[config.mk]
export PLATFORM = sky130hd
export DESIGN_NAME = skt_ctrl
export DESIGN_NICKNAME = d
export VERILOG_FILES = /design/src/skt_pkg.sv /design/src/skt_ctrl.sv
export VERILOG_INCLUDE_DIRS = /design/src /design/src/src
export SDC_FILE = /design/constraint.sdc
export NUM_CORES = 1
export LEC_CHECK = 0
export BUFFER_PORTS_ARGS = -buffer_cell sky130_fd_sc_hd__buf_2
export CORE_AREA = 5 5 42 44
export DETAILED_ROUTE_END_ITERATION = 6
export DIE_AREA = 0 0 47 49
export GPL_TIMING_DRIVEN = 0
export HOLD_SLACK_MARGIN = 0.15
export PLACE_DENSITY = 0.73
export SLEW_MARGIN = 10
export SYNTH_ARGS = -nofsm -noshare
export SYNTH_HDL_FRONTEND = slang
export SYNTH_SLANG_ARGS = --single-unit
export TNS_END_PERCENT = 50
[constraint.sdc]
create_clock -name clock -period 4.45 [get_ports clock]
set_clock_uncertainty 0.2 [all_clocks]
set_input_delay 1.335 -clock clock [delete_from_list [all_inputs] [get_ports clock]]
set_output_delay 1.335 -clock clock [all_outputs]
set_load 0.02 [all_outputs]
[src/assert_macros.svh]
// ----------------------------------------------------------------------------
// Assertion macros
// Shared concurrent assertion forms for the sorted key table.
// ----------------------------------------------------------------------------
`ifndef ASSERT_MACROS_SVH
`define ASSERT_MACROS_SVH

// A condition that holds at every clock edge outside reset.
`define SKT_ASSERT(label, clk, rst, expr) \
   label: assert property (@(posedge clk) disable iff (rst) (expr)) \
      else $error("Assertion failed.");

// A condition that, once seen, implies another in the next cycle.
`define SKT_ASSERT_NEXT(label, clk, rst, ante, cons) \
   label: assert property (@(posedge clk) disable iff (rst) (ante) |=> (cons)) \
      else $error("Assertion failed.");

`endif

[src/skt_pkg.sv]
// ----------------------------------------------------------------------------
// Sorted key table package
// Constants, operation codes and the command and status types shared by the
// controller and the datapath.
// ----------------------------------------------------------------------------
`default_nettype none

package skt_pkg;

   localparam int DEPTH_DEF       = 256;
   localparam int HANDLE_BITS_DEF = 16;

   localparam int KEY_W    = 32;
   localparam int MODE_W   = 4;
   localparam int POS_W    = 8;
   localparam int STATUS_W = 2;
   localparam int OP_W     = 5;
   localparam int RSEL_W   = 3;

   localparam logic [MODE_W-1:0] MODE_INSERT        = 4'd0;
   localparam logic [MODE_W-1:0] MODE_INSERT_UNIQUE = 4'd1;
   localparam logic [MODE_W-1:0] MODE_REMOVE        = 4'd2;
   localparam logic [MODE_W-1:0] MODE_FIRST         = 4'd3;
   localparam logic [MODE_W-1:0] MODE_LAST          = 4'd4;
   localparam logic [MODE_W-1:0] MODE_PREV          = 4'd5;
   localparam logic [MODE_W-1:0] MODE_NEXT          = 4'd6;
   localparam logic [MODE_W-1:0] MODE_CURRENT       = 4'd7;
   localparam logic [MODE_W-1:0] MODE_SEEK_TO       = 4'd8;
   localparam logic [MODE_W-1:0] MODE_FIND          = 4'd9;
   localparam logic [MODE_W-1:0] MODE_CLEAR         = 4'd10;

   localparam logic [STATUS_W-1:0] ST_OK   = 2'd0;
   localparam logic [STATUS_W-1:0] ST_DUP  = 2'd1;
   localparam logic [STATUS_W-1:0] ST_FULL = 2'd2;

   localparam logic [OP_W-1:0] OP_NONE      = 5'd0;
   localparam logic [OP_W-1:0] OP_LOAD      = 5'd1;
   localparam logic [OP_W-1:0] OP_SRCH_INIT = 5'd2;
   localparam logic [OP_W-1:0] OP_SRCH_STEP = 5'd3;
   localparam logic [OP_W-1:0] OP_CURSOR    = 5'd4;
   localparam logic [OP_W-1:0] OP_REM_GET   = 5'd5;
   localparam logic [OP_W-1:0] OP_REM_END   = 5'd6;
   localparam logic [OP_W-1:0] OP_SHIFT_UP  = 5'd7;
   localparam logic [OP_W-1:0] OP_SHIFT_DN  = 5'd8;
   localparam logic [OP_W-1:0] OP_FIND_SET  = 5'd9;
   localparam logic [OP_W-1:0] OP_DUP       = 5'd10;
   localparam logic [OP_W-1:0] OP_REPL      = 5'd11;
   localparam logic [OP_W-1:0] OP_FULL      = 5'd12;
   localparam logic [OP_W-1:0] OP_PTR_CNT   = 5'd13;
   localparam logic [OP_W-1:0] OP_INS_PUT   = 5'd14;
   localparam logic [OP_W-1:0] OP_FIN       = 5'd15;
   localparam logic [OP_W-1:0] OP_EMIT      = 5'd16;

   localparam logic [RSEL_W-1:0] RS_CUR  = 3'd0;
   localparam logic [RSEL_W-1:0] RS_MID  = 3'd1;
   localparam logic [RSEL_W-1:0] RS_LO   = 3'd2;
   localparam logic [RSEL_W-1:0] RS_PTRM = 3'd3;
   localparam logic [RSEL_W-1:0] RS_PTRP = 3'd4;

   typedef struct packed {
      logic [OP_W-1:0]   op;
      logic [RSEL_W-1:0] rsel;
   } cmd_type;

   typedef struct packed {
      logic [MODE_W-1:0] mode;
      logic              repl;
      logic              cur_valid;
      logic              srch_more;
      logic              hit;
      logic              full;
      logic              ins_more;
      logic              rem_more;
      logic              out_free;
   } sts_type;

endpackage

`default_nettype wire

[src/skt_ctrl.sv]
// ----------------------------------------------------------------------------
// Sorted key table controller
// Sequences the search, shift, cursor and result steps of one item.
// ----------------------------------------------------------------------------
`default_nettype none
`include "assert_macros.svh"

module skt_ctrl (
   input  wire logic             clock,
   input  wire logic             reset,
   input  wire logic             req_valid,
   output logic                  req_stall,
   input  wire skt_pkg::sts_type sts,
   output skt_pkg::cmd_type      cmd
);

   localparam logic [3:0] S_IDLE     = 4'd0;
   localparam logic [3:0] S_DISPATCH = 4'd1;
   localparam logic [3:0] S_SRCH_RD  = 4'd2;
   localparam logic [3:0] S_SRCH_CMP = 4'd3;
   localparam logic [3:0] S_CHECK    = 4'd4;
   localparam logic [3:0] S_INS_RD   = 4'd5;
   localparam logic [3:0] S_INS_WR   = 4'd6;
   localparam logic [3:0] S_REM_GET  = 4'd7;
   localparam logic [3:0] S_REM_RD   = 4'd8;
   localparam logic [3:0] S_REM_WR   = 4'd9;
   localparam logic [3:0] S_FIN_RD   = 4'd10;
   localparam logic [3:0] S_FIN_GET  = 4'd11;
   localparam logic [3:0] S_RES      = 4'd12;

   logic [3:0] state_ff;
   logic [3:0] state_in;

   assign req_stall = (state_ff != S_IDLE);

   always_comb begin
      state_in = state_ff;
      cmd.op   = skt_pkg::OP_NONE;
      cmd.rsel = skt_pkg::RS_CUR;
      case (state_ff)
         S_IDLE: begin
            if (req_valid) begin
               cmd.op   = skt_pkg::OP_LOAD;
               state_in = S_DISPATCH;
            end
         end
         S_DISPATCH: begin
            case (sts.mode)
               skt_pkg::MODE_INSERT, skt_pkg::MODE_INSERT_UNIQUE,
               skt_pkg::MODE_FIND: begin
                  cmd.op   = skt_pkg::OP_SRCH_INIT;
                  state_in = S_SRCH_RD;
               end
               skt_pkg::MODE_REMOVE: begin
                  if (sts.cur_valid) begin
                     cmd.rsel = skt_pkg::RS_CUR;
                     state_in = S_REM_GET;
                  end else begin
                     state_in = S_RES;
                  end
               end
               default: begin
                  cmd.op   = skt_pkg::OP_CURSOR;
                  state_in = S_FIN_RD;
               end
            endcase
         end
         S_SRCH_RD: begin
            if (sts.srch_more) begin
               cmd.rsel = skt_pkg::RS_MID;
               state_in = S_SRCH_CMP;
            end else begin
               cmd.rsel = skt_pkg::RS_LO;
               state_in = S_CHECK;
            end
         end
         S_SRCH_CMP: begin
            cmd.op   = skt_pkg::OP_SRCH_STEP;
            state_in = S_SRCH_RD;
         end
         S_CHECK: begin
            if (sts.mode == skt_pkg::MODE_FIND) begin
               cmd.op   = skt_pkg::OP_FIND_SET;
               state_in = S_FIN_RD;
            end else if (sts.mode == skt_pkg::MODE_INSERT_UNIQUE && sts.hit) begin
               cmd.op   = sts.repl ? skt_pkg::OP_REPL : skt_pkg::OP_DUP;
               state_in = S_RES;
            end else if (sts.full) begin
               cmd.op   = skt_pkg::OP_FULL;
               state_in = S_RES;
            end else begin
               cmd.op   = skt_pkg::OP_PTR_CNT;
               state_in = S_INS_RD;
            end
         end
         S_INS_RD: begin
            if (sts.ins_more) begin
               cmd.rsel = skt_pkg::RS_PTRM;
               state_in = S_INS_WR;
            end else begin
               cmd.op   = skt_pkg::OP_INS_PUT;
               state_in = S_RES;
            end
         end
         S_INS_WR: begin
            cmd.op   = skt_pkg::OP_SHIFT_DN;
            state_in = S_INS_RD;
         end
         S_REM_GET: begin
            cmd.op   = skt_pkg::OP_REM_GET;
            state_in = S_REM_RD;
         end
         S_REM_RD: begin
            if (sts.rem_more) begin
               cmd.rsel = skt_pkg::RS_PTRP;
               state_in = S_REM_WR;
            end else begin
               cmd.op   = skt_pkg::OP_REM_END;
               state_in = S_RES;
            end
         end
         S_REM_WR: begin
            cmd.op   = skt_pkg::OP_SHIFT_UP;
            state_in = S_REM_RD;
         end
         S_FIN_RD: begin
            cmd.rsel = skt_pkg::RS_CUR;
            state_in = S_FIN_GET;
         end
         S_FIN_GET: begin
            cmd.op   = skt_pkg::OP_FIN;
            state_in = S_RES;
         end
         S_RES: begin
            if (sts.out_free) begin
               cmd.op   = skt_pkg::OP_EMIT;
               state_in = S_IDLE;
            end
         end
         default: begin
            state_in = S_IDLE;
         end
      endcase
   end

   always_ff @(posedge clock) begin
      if (reset) begin
         state_ff <= S_IDLE;
      end else begin
         state_ff <= state_in;
      end
   end

   `SKT_ASSERT_NEXT(a_accept_dispatch, clock, reset, req_valid && !req_stall, state_ff == S_DISPATCH)
   `SKT_ASSERT_NEXT(a_result_held, clock, reset, state_ff == S_RES && !sts.out_free, state_ff == S_RES)

endmodule

`default_nettype wire

==> out/metrics.csv <==
stage,metric,value,unit
sta,fmax,243.6,MHz
cts,cts-root-buf,clkbuf_4,
logic_synthesis,synth_compound_gate_area_share,0.3648,
run,maxCapViolCount,0,
worst_hold_path,min_path_cells,3,
cts,insertion_delay,230,ps
placement,routabilityCongestion,0.9094,
final_layout,multiInputGateArea,471.7,um^2
final_layout,fin_nets,131,
cts,cts_tree,yes,
cts,ctsResizeCount,0,
die,io_pins,24,
sta,fin_tns_setup,0,ps
final_layout,fillers,151,
global_route,overflow,0,
logic_synthesis,synth-seq-cells,4,
logic_synthesis,synth_edf_count,0,
critical_path,cp-end-kind,output port,
logic_synthesis,yosys.area.top_type,dfxtp_1,
drt,drt-pass1-iter-count,4,
logic_synthesis,synth.area.mux_share,0.01677,
cts,cts.sinks,4,
sta,hold_viol_final,0,
critical_path,cp-start-kind,input pin,
power_and_ir_drop,ir_drop,0.2363,mV
final_layout,final_util,0.5384,
drt,wl_met3,128,um
critical_path,rr_startpoint,state_ff[1],
logic_synthesis,yosys.cell_types.count,39,
drt,first_iter_violations,53,
final_layout,largest-register,state_ff,
cts,cts_setup_buffers,0,
global_route,antenna_found_initial,0,
logic_synthesis,synth_area_leaders,"dfxtp_1 13%, nor2_1 6.9%, o21ai_0 6.7%, a21oi_1 5.9%, nand2_1 4.4%",
sta,tightest_slew,443.7,ps
global_route,grt_pass1_vias,701,
cts,holdBufCountCts,0,
cts,numCtsBuffers,3,
drt,drt-vias-per-instance,6.131,
placement,pre_cts_slack,368.9,ps
placement,dp_hpwl,1.413,mm
power_and_ir_drop,p_per_area,623.9,nW/um^2
logic_synthesis,synthesis.area,596.8,um^2
final_layout,layout.cells.non_filler,130,
sta,relSlewSlack,0.7034,
drt,wl,1.787,mm
final_layout,area_growth,26.42,%
final_layout,reg_top3,state_ff: 4 flops,
drt,antenna_left,0,
die,rows,14,
placement,dp_cells,127,
sta,setup_ws,345.1,ps
cts,htree_levels,1,
logic_synthesis,syn_inst,88,
logic_synthesis,synth_common_cells,"11 x nor2_1, 8 x o21ai_0, 7 x a21oi_1, 7 x nand2_1",
final_layout,largest_reg_flops,4,
sta,period_share,0.9225,
final_layout,diodes,0,
logic_synthesis,synth_ff_type,dfxtp_1,
worst_hold_path,hp-class,flip-flop to flip-flop,
sta,rsz0062_at_grt,no,
drt,routedWlPerCell,13.75,um
die,die-area,2303,um^2
die,initial_utilization,0.4259,
logic_synthesis,yosysWarnings,0,
sta,drv_slew,0,
drt,drt-met1-wl,777,um
sta,final.min_clock_period,4105,ps
sta,setup_viol,0,
cts,cts_buffer_depth,2,
global_route,track_usage,0.1644,
final_layout,drive_gt1_frac,0.2982,
global_route,grt_max_degree,11,
global_route,grt_pass1_wl,2.946,mm
logic_synthesis,synth_top_family_by_area,simple AND/OR/NAND/NOR gates,
logic_synthesis,synth-adder-area-share,0,
die,core_area,1401,um^2
logic_synthesis,yosysMostFrequentCell,nor2_1,
logic_synthesis,synth_top_area_share,0.1342,
worst_hold_path,hold_path_startpoint,state_ff[0],
drt,num_vias,797,
final_layout,ff_latch_area,80.08,um^2
drt,highest_layer,met3,
logic_synthesis,async_reset_ff_frac,0,
critical_path,r2r_setup_slack,2770,ps
logic_synthesis,synth_xor_area_frac,0,
sta,fin_hold_ws,507.0,ps
logic_synthesis,syn-num-nets,103,
die,die_w,47,um
critical_path,cp_max_fo,5,
cts,path_clk_slew,40,ps
drt,wl_met2,881,um
status,outcome,"finished, final reports clean",
placement,numPortBuffers,23,
power_and_ir_drop,p_leak,0.0003123,uW
critical_path,r2r_cells,5,
critical_path,arrival,2570,ps
die,die_h,49,um
critical_path,required,2910,ps
critical_path,r2r-end,state_ff[3],
critical_path,path_class,input pin to output port,
logic_synthesis,ys_seq_area_frac,0.1342,
logic_synthesis,synthSimpleGateAreaFrac,0.4088,
logic_synthesis,avgSynthCellArea,6.782,um^2
drt,drc,0,
worst_hold_path,min_to,state_ff[1],
## worst max-delay path: stages
cell and delay, ps:
buf_2 140, nor4b_2 450, a2bb2oi_1 270, o311ai_0 180, buf_2 200
## where the power goes
| group | leakage, uW | internal [uW] | switching [uW] |
|---|---|---|---|
| clock | 0.0000138 | 30.1 | 13.9 |
| sequential | 0.0000330 | 51.8 | 10.2 |
| combinational | 0.000265 | 126 | 238 |
## metrics by stage
stage	cell area, um^2	total power (uW)
final	754.5	470.7
after detailed placement	732.0	421.7
after global placement	732.0	418.9
after CTS	754.5	469.2
after global routing	754.5	512.8
after floorplan	596.8	320.5
## cells by family (layout without fill, tap and decap cells)
family                 Yosys count  after routing
DFF                              4              4
AOI/OAI and AO/OA               32             32
and+or+nand+nor                 41             41
muxes                            1              1
buffers and inverters           10             36
## cell type report
class,instances,area share
plain buffers,6,0.03980
inverters,4,0.01990
flip-flops and latches,4,0.1061
well taps,16,0.02653
multi-input cells,74,0.6252
clock buffers,3,0.02985
repair buffers,23,0.1526
## cell usage in the layout (no fill, tap or decap), types with 3 or more instances in the layout
master / count
nand2_1: 7
buf_2: 26
a21oi_1: 7
nor2_1: 11
nand2b_1: 3
inv_1: 4
dfxtp_1: 4
clkbuf_4: 3
nand3_1: 3
o311ai_0: 3
o21ai_0: 8
nor2b_1: 4
## routing by layer
layer | global-route usage | up-vias
met5 | 0 | -
met4 | 0.06452 | 0
met3 | 0 | 0
met2 | 0.2534 | 36
met1 | 0.2358 | 370
li1 | - | 391
## worst max path at each step
| stage | startpoint | end | slack [ps] | cells past startpoint |
|---|---|---|---|---|
| 2_1_floorplan | sts[1] | cmd[5] | 600 | 3 |
| 5_1_grt | sts[10] | cmd[5] | 230 | 5 |
| 3_5_place_dp | sts[10] | cmd[5] | 370 | 5 |
| 4_1_cts | sts[10] | cmd[5] | 360 | 5 |
| 6_report | sts[10] | cmd[5] | 350 | 5 |
| 3_3_place_gp | sts[11] | cmd[4] | 400 | 6 |
No activity file was read; power rests on OpenSTA's default activity.
